===== config.mk =====
export PLATFORM = sky130hd
export DESIGN_NAME = evg_div
export DESIGN_NICKNAME = d
export VERILOG_FILES = /design/src/design/ellipse_vertex_generator_top_assert.svh /design/src/design/evg_pkg.sv /design/src/design/evg_div.sv
export SDC_FILE = /design/constraint.sdc
export NUM_CORES = 1
export LEC_CHECK = 0
export BUFFER_PORTS_ARGS = -buffer_cell sky130_fd_sc_hd__buf_2
export CORE_MARGIN = 2
export CORE_UTILIZATION = 50
export CTS_CLUSTER_SIZE = 16
export DETAILED_ROUTE_END_ITERATION = 10
export PLACE_DENSITY_LB_ADDON = 0.15
export SYNTH_ARGS = -nofsm -noshare
export SYNTH_HDL_FRONTEND = slang
export SYNTH_SLANG_ARGS = --single-unit

===== constraint.sdc =====
create_clock -name clk_i -period 6.22 [get_ports clk_i]
set_clock_uncertainty 0.05 [all_clocks]
set_input_delay 0.311 -clock clk_i [delete_from_list [all_inputs] [get_ports clk_i]]
set_output_delay 0.311 -clock clk_i [all_outputs]
set_load 0.02 [all_outputs]

===== src/design/ellipse_vertex_generator_top_assert.svh =====
// ----------------------------------------------------------------------------
// Ellipse vertex generator assertion macros
// Shared concurrent assertion forms, clocked on clk_i, disabled in reset.
// ----------------------------------------------------------------------------
`ifndef ELLIPSE_VERTEX_GENERATOR_TOP_ASSERT_SVH
`define ELLIPSE_VERTEX_GENERATOR_TOP_ASSERT_SVH

// same-cycle implication
`define EVG_ASSERT_NOW(lbl, ante, cons) \
  lbl: assert property (@(posedge clk_i) disable iff (!rst_ni) (ante) |-> (cons)) \
    else $error("assertion failed");

// next-cycle implication
`define EVG_ASSERT_NEXT(lbl, ante, cons) \
  lbl: assert property (@(posedge clk_i) disable iff (!rst_ni) (ante) |=> (cons)) \
    else $error("assertion failed");

`endif


===== src/design/evg_pkg.sv =====
// ----------------------------------------------------------------------------
// evg_pkg
// Shared widths, register indexes and sine polynomial coefficients.
// ----------------------------------------------------------------------------
`default_nettype none

package evg_pkg;

  localparam int unsigned IdxW    = 10;
  localparam int unsigned CountW  = 11;
  localparam int unsigned RadW    = 15;
  localparam int unsigned PhaseW  = 16;
  localparam int unsigned CoordW  = 12;
  localparam int unsigned MagW    = 15;
  localparam int unsigned UW      = 31;   // Q30 value up to 1.0
  localparam int unsigned DivStg  = 8;
  localparam int unsigned BitsPerStg = PhaseW / DivStg;
  localparam int unsigned SinStg  = 6;

  localparam logic [1:0] RegRadiusX     = 2'd0;
  localparam logic [1:0] RegRadiusY     = 2'd1;
  localparam logic [1:0] RegVertexCount = 2'd2;

  localparam logic [UW-1:0] OneQ30 = UW'(32'd1 << 30);

  // Horner coefficients after the u^9 term: K7, K5, K3, K1
  localparam logic [UW-1:0] K9 = UW'(32'd172272);
  localparam logic [UW-1:0] KTab [4] = '{
    UW'(32'd5026995), UW'(32'd85569306), UW'(32'd693598668), UW'(32'd1686629713)
  };

endpackage

`default_nettype wire


===== src/design/evg_div.sv =====
// ----------------------------------------------------------------------------
// evg_div
// Pipelined restoring divider: (idx << 16) / count, two quotient bits a stage.
// ----------------------------------------------------------------------------
`default_nettype none

module evg_div (
  input  wire                            clk_i,
  input  wire [evg_pkg::DivStg-1:0]      en_i,
  input  wire [evg_pkg::IdxW-1:0]        idx_i,
  input  wire [evg_pkg::CountW-1:0]      count_i,
  output logic [evg_pkg::PhaseW-1:0]     quo_o
);

  logic [evg_pkg::CountW-1:0] rem_q [evg_pkg::DivStg];
  logic [evg_pkg::CountW-1:0] rem_d [evg_pkg::DivStg];
  logic [evg_pkg::PhaseW-1:0] quo_q [evg_pkg::DivStg];
  logic [evg_pkg::PhaseW-1:0] quo_d [evg_pkg::DivStg];

  always_comb begin
    logic [evg_pkg::CountW:0]   sh;
    logic [evg_pkg::CountW-1:0] r;
    logic [evg_pkg::PhaseW-1:0] q;
    for (int k = 0; k < int'(evg_pkg::DivStg); k++) begin
      if (k == 0) begin
        r = evg_pkg::CountW'(idx_i);
        q = '0;
      end else begin
        r = rem_q[k-1];
        q = quo_q[k-1];
      end
      for (int b = 0; b < int'(evg_pkg::BitsPerStg); b++) begin
        sh = {r, 1'b0};
        q  = {q[evg_pkg::PhaseW-2:0], 1'b0};
        if (sh >= {1'b0, count_i}) begin
          sh   = sh - {1'b0, count_i};
          q[0] = 1'b1;
        end
        r = sh[evg_pkg::CountW-1:0];
      end
      rem_d[k] = r;
      quo_d[k] = q;
    end
  end

  always_ff @(posedge clk_i) begin
    for (int k = 0; k < int'(evg_pkg::DivStg); k++) begin
      if (en_i[k]) begin
        rem_q[k] <= rem_d[k];
        quo_q[k] <= quo_d[k];
      end
    end
  end

  assign quo_o = quo_q[evg_pkg::DivStg-1];

endmodule

`default_nettype wire


Yosys cells after proc, flatten, opt, wreduce, memory -nomap -nowiden --
Memories as Yosys holds them, arrays and structs flattened. Index checks and enable logic that the tools add are counted.
Cells by class: add/subtract/negate cells 16, $lt $le $gt $ge 16, mux-type cells 48
Operators with widths (number):
- 12-bit by 11-bit >= comparator with 1-bit output | 15
- 11-bit 2-to-1 mux | 16
- 11-bit subtractor | 16
- 1-bit 2-to-1 mux | 32
- 11-bit >= comparator | 1
Word-level totals: register bits after elaboration 0, RAM bits 216, input bits 30, output and inout bits 16, memories 2
Memory list:
- quo_q | depth 8, width 16, read ports 8, clocked after Yosys merged registers in 0, write ports 8, line evg_div.sv:17 | logic [evg_pkg::PhaseW-1:0] quo_q [evg_pkg::DivStg];
- rem_q | depth 8, width 11, read ports 7, clocked after Yosys merged registers in 0, write ports 8, line evg_div.sv:15 | logic [evg_pkg::CountW-1:0] rem_q [evg_pkg::DivStg];

Logic depth before layout (Yosys ltp) --
Gate-level depths: netlist of run 1. An unclocked memory read counts as a cell.
depth in word-level cells 5, depth in mapped cells 20, mapped depth without buffers 18

Worst setup path before layout of run 1 --
OpenSTA, ideal clock, no wires.
path kind input -> register, start in count_i[0] (netlist bit), end mem rem_q[0][2] (netlist bit) (data pin), setup time 260 ps, arrival time 4719 ps, required time 5910 ps, setup slack 1191 ps, cell stages on the path 19, path buffers 4, cells stage by stage buf_2 -> inv_1 -> clkbuf_1 -> ha_1 -> nand4_1 -> o31ai_1 -> nor3_1 -> o31ai_1 -> buf_2 -> mux2_2 -> ha_1 -> o21a_1 -> o21ai_0 -> a21oi_1 -> o31a_1 -> o41ai_2 -> o31ai_1 -> buf_2 -> mux2_2
RTL lines:
- start, declared | line evg_div.sv:11 | input wire [evg_pkg::CountW-1:0] count_i,
- end, declared | line evg_div.sv:15

==> results_dict.tcl, run 1 <==
set metrics [dict create \
    critPathArrivalTime_ps 5480 \
    cts_setup_buffers 0 \
    grt_max_degree 30 \
    cts-htree-levels 4 \
    reg2reg_to "rem_q[4][10]" \
    drt_first_pass_iters 5 \
    n_fill_cell 2376 \
    drt-initial-drc-count 752 \
    tightest_slew_ps 1040 \
    fin_nets 1684 \
    routedWlPerCell_um 18.7 \
    period_share 0.860 \
    cts_tree "yes" \
    critical_path_depth 16 \
    clock_sinks 149 \
    r2r_setup_slack_ps 870 \
    syn2layout_area_growth_pct 9.97 \
    synth_edf_count 149 \
    crit_family "compound AO/OA/AOI/OAI gates" \
    grt.met3_usage 0.0359 \
    grt_antenna_before_repair 0 \
    critPathCapture "rem_q[4][10]" \
    rows 60 \
    met2_usage 0.413 \
    period_minus_slack_ps 5350 \
    fmax_mhz 187 \
    r2r-start "rem_q[3][0]" \
    via_per_inst 6.01 \
    start_kind "register" \
    clock_latency_ps 440 \
    path_class "register to register" \
    yosysWarnings 0 \
    final_common_cell "ha_1" \
    synth_fp_nets 1623 \
    die_x_um 171 \
    grt.overflow.total 0 \
    synthTopCellsByArea "edfxtp_1 (32%), ha_1 (15%), mux2_2 (8.0%), xnor2_1 (4.1%), nor2_1 (3.9%)" \
    io_buffers 45 \
    synth_top_area_frac 0.323 \
    ios 46 \
    crit_path_end_kind "register" \
    hold_violations 0 \
    synth-main-ff-cell "edfxtp_1" \
    most-common-layout-cells "ha_1 (167), edfxtp_1 (149), nor2_1 (145)" \
    synth_async_sr_flop_share 0 \
    min_path_type "primary input to register" \
    core_mm2 0.0271 \
    slew_headroom 0.302 \
    gp_congestion 0.876 \
    synth.yosys.seq_area_share 0.323 \
    dieArea_mm2 0.0291 \
    status "finished, final reports clean" \
    netlist_area_mm2 0.0139 \
    crit_start "rem_q[3][0]" \
    synth_largest_area_cell "edfxtp_1" \
    busiest_layer "met2" \
    slowest_stage "o211ai_1" \
    grt.met1_usage 0.314 \
    cp_cell_sequence "inv_1, fa_1, nand2b_1, a21oi_1, a31oi_1, o211a_1, or2_1, mux2_2, ha_1, o21a_1, o21ai_0, a21oi_1, o31a_1, o41ai_2, o211ai_1, mux2_2" \
    r2r_cells 16 \
    syn_avg_cell_area_um2 9.77 \
    grt_pass1_vias 10400 \
    holdBufCountCts 0 \
    gr-usage-all-layers 0.243 \
    drc_errors 0 \
    path_buf_inv 1 \
    cts-resized-gates 0 \
    path_max_fanout 14 \
    cp_data_required_time_ps 6350 \
    finalSetupTns_ps 0 \
    synthCells 1418 \
    finalSetupViolations 0 \
    grt_pass1_wl_um 55000 \
    synthDistinctLibCells 77 \
    max_stage_delay_ps 470 \
    cts_buffers 17 \
    detail-route-antenna-nets 0 \
    cts_max_path_buffers 2 \
    holdWs_ps 247 \
    drive_above_1_share 0.153 \
    via_count 11200 \
    dpl.hpwl_um 26000 \
    fp.dieH_um 171 \
    drt_wl_total_um 34900 \
    final_max_slew_viol_count 0 \
    max_cap_violations 0 \
    cts_root_buffer "clkbuf_16" \
    path_clk_slew_ps 80 \
    rsz0062_at_grt "false" \
    start_util 0.511 \
    ys_seq_elements 149 \
]
-- kinds of logic (layout without fill, tap and decap cells) --
family,after synthesis,in the layout,synth area share
simple gates,407,407,0.145
xor+xnor,100,100,0.0632
flops,149,149,0.323
compound gates,388,388,0.189
buf+inv,83,157,0.0244
other cells,0,1,0
fa+ha+maj,175,175,0.162
mux,116,116,0.0932
-- worst min path at each step --
stage	start	end	depth (start not counted)
3_5_place_dp	quo_q[0][34]	quo_q[0][52]	0
6_report	en_i[7]	quo_q[1][51]	1
2_1_floorplan	quo_q[0][0]	quo_q[0][18]	0
5_1_grt	en_i[0]	rem_q[0][8]	1
4_1_cts	en_i[7]	quo_q[1][51]	1
3_3_place_gp	quo_q[1][18]	quo_q[1][36]	0
-- cell usage after synthesis, drive strengths merged, types with 13 or more instances --
| library cell | n |
|---|---|
| nor2 | 146 |
| a21oi | 108 |
| o31ai | 14 |
| xnor2 | 65 |
| mux2i | 15 |
| o21ai | 78 |
| nand2 | 67 |
| o21a | 32 |
| nor3 | 36 |
| a21o | 31 |
| nand3 | 20 |
| nand3b | 14 |
| mux2 | 101 |
| nand2b | 18 |
| edfxtp | 149 |
| buf | 15 |
| ha | 167 |
| xor2 | 35 |
| o211ai | 13 |
| inv | 56 |
| a31oi | 19 |
| nor2b | 33 |
-- routing by layer --
layer  share of wire  vias up
met1            0.45     5370
li1                -     5529
met5               0        -
met2            0.47      254
met4           0.035        0
met3           0.038       64
-- state kept, by name, summed over array words and instances (netlist names) --
register and count:
rem_q 77, quo_q 72
-- through the flow --
step,area [um2],instances,setup slack [ps],util
after floorplan,13900,1418,1190,-
after global placement,14600,1832,704,0.539
after detailed placement,14600,1832,666,0.539
after CTS,15200,1864,944,0.562
after global routing,15200,1864,614,0.562
final,15200,1865,871,0.562
-- area by class of cell --
cell class | instances | area (um2) | area share
clock buffer | 17 | 425 | 0.0279
inverter | 56 | 210 | 0.0138
clock inverter | 15 | 206 | 0.0135
sequential | 149 | 4470 | 0.294
multi-input combinational | 1186 | 9050 | 0.594
tap | 372 | 465 | 0.0305
antenna | 1 | 2.50 | 0.000164
timing repair buffer | 69 | 405 | 0.0266
Power of run 1 is not shown: default switching activity piles up to over one toggle a cycle in this logic, so the estimate is an artifact.
==> run 2, diff against run 1 <==
- clock period: 6.22 -> 4.6 ns (I/O delays scaled with it)
==> results_dict.tcl, run 2 (synthesis gave the netlist of run 1 again) <==
set metrics [dict create \
    tightest_slew_ps 751 \
    grt_antenna_before_repair 0 \
    crit_path_end_kind "register" \
    period_minus_slack_ps 4470 \
    cts_max_path_buffers 2 \
    final_max_slew_viol_count 0 \
    start_kind "register" \
    regMostFlops "rem_q" \
    dieArea_mm2 0.0291 \
    path_clk_slew_ps 70 \
    drt-initial-drc-count 747 \
    crit_family "compound AO/OA/AOI/OAI gates" \
    gr-usage-all-layers 0.245 \
    max_cap_violations 0 \
    rows 60 \
    clock_sinks 149 \
    syn2layout_area_growth_pct 16.1 \
    detail-route-antenna-nets 0 \
    min_path_cells 1 \
    status "finished, final reports clean" \
    most-common-layout-cells "ha_1 (166), edfxtp_1 (149), nor2_1 (145)" \
    clock_latency_ps 450 \
    drive_above_1_share 0.209 \
    ios 46 \
    slowest_stage "or4_1" \
    drt_wl_total_um 35000 \
    fmax_mhz 224 \
    dpl.hpwl_um 26900 \
    core_mm2 0.0271 \
    cts-htree-levels 4 \
    path_class "register to register" \
    die_x_um 171 \
    max_stage_delay_ps 470 \
    io_buffers 45 \
    largest_reg_flops 77 \
    via_per_inst 5.88 \
    grt_max_degree 26 \
    slew_headroom 0.486 \
    antenna_cells 0 \
    drc_errors 0 \
    cp_cell_sequence "ha_1, ha_1, nand2b_1, a211oi_2, o21ai_0, a41oi_2, inv_2, nor2_1, a21oi_2, ha_1, and2_1, a221o_2, a2111oi_4, o21ai_2, or4_1, and4b_1" \
    via_count 11500 \
    reg_top3 "rem_q (77), quo_q (72)" \
    critPathArrivalTime_ps 4610 \
    drt_first_pass_iters 5 \
    period_share 0.972 \
    fp.dieH_um 171 \
    n_fill_cell 2313 \
    routedWlPerCell_um 17.9 \
    cp_data_required_time_ps 4740 \
    min_path_type "primary input to register" \
    cts_tree "yes" \
    path_max_fanout 7 \
    grt_pass1_vias 10800 \
    grt_pass1_wl_um 55900 \
    cp_common_cell "ha_1" \
    cts_buffers 17 \
    rsz0062_at_grt "true" \
    start_util 0.511 \
    final_common_cell "ha_1" \
    finalSetupViolations 0 \
    finalSetupTns_ps 0 \
    cts_root_buffer "clkbuf_16" \
    r2r_cells 16 \
    fin_nets 1770 \
    gp_congestion 0.919 \
    path_buf_inv 1 \
    holdBufCountCts 0 \
    critical_path_depth 16 \
    hold_violations 0 \
    grt.overflow.total 0 \
]
[run 2: changes by cell type in the layout (fill, tap and decap cells not counted), moves of 2 or more]
cell / change
a21oi_1: -2
a21oi_2: +2
a41oi_1: -2
buf_4: +76
a211oi_1: -2
a211oi_2: +2
buf_12: +10
a41oi_2: +2
o21ai_1: -2
clkinv_8: -2
inv_6: +2
[run 2: worst register-to-register path, delay by kind of cell, from the launching register on]
kind | cells | cell delay, ps
AOI/OAI and AO/OA | 7 | 1590
buffers and inverters | 1 | 110
and+or+nand+nor | 5 | 1220
DFF | 1 | 420
adders and majority gates | 3 | 830
[run 2: final timing paths]
kind	end	slack, ps	start
setup / recovery	rem_q[5][1]	130	rem_q[4][0]
hold / removal	rem_q[0][7]	150	en_i[0]
setup reg to reg	rem_q[5][1]	130	rem_q[4][0]
hold reg to reg	quo_q[1][26]	370	quo_q[1][8]
[run 2: per-stage QoR]
step / setup WS, ps / cells / cell area [um2] / hold slack, ps / utilization
2_1_floorplan: -6.27 / 1418 / 13900 / 292 / -
3_3_place_gp: -409 / 1914 / 15400 / 351 / 0.567
3_5_place_dp: -378 / 1914 / 15400 / 355 / 0.567
4_1_cts: 16.2 / 1946 / 16000 / 139 / 0.590
5_1_grt: -24.8 / 1950 / 16100 / 151 / 0.594
6_report: 131 / 1950 / 16100 / 155 / 0.594
[run 2: area by class of cell]
| class | instances | area, um2 | area share |
|---|---|---|---|
| Multi-Input combinational cell | 1186 | 9150 | 0.569 |
| Sequential cell | 149 | 4470 | 0.278 |
| Inverter | 56 | 214 | 0.0133 |
| Clock buffer | 17 | 425 | 0.0264 |
| Tap cell | 372 | 465 | 0.0289 |
| Clock inverter | 15 | 186 | 0.0116 |
| Timing Repair Buffer | 155 | 1180 | 0.0731 |
[run 2: repair_timing]
item,CTS,global route
cloned,0,0
setup endpoints to repair,18,43
pin swaps,0,5
gates resized for setup,2,15
setup buffers,0,4
[run 2: routing by layer]
layer	routed length [um]	global-route usage	vias up
met5	0	0	-
met4	743	0.0788	0
met3	1510	0.0347	55
met2	16100	0.399	284
met1	16700	0.336	5427
li1	-	-	5705
Power of run 2 is left out for the same reason.
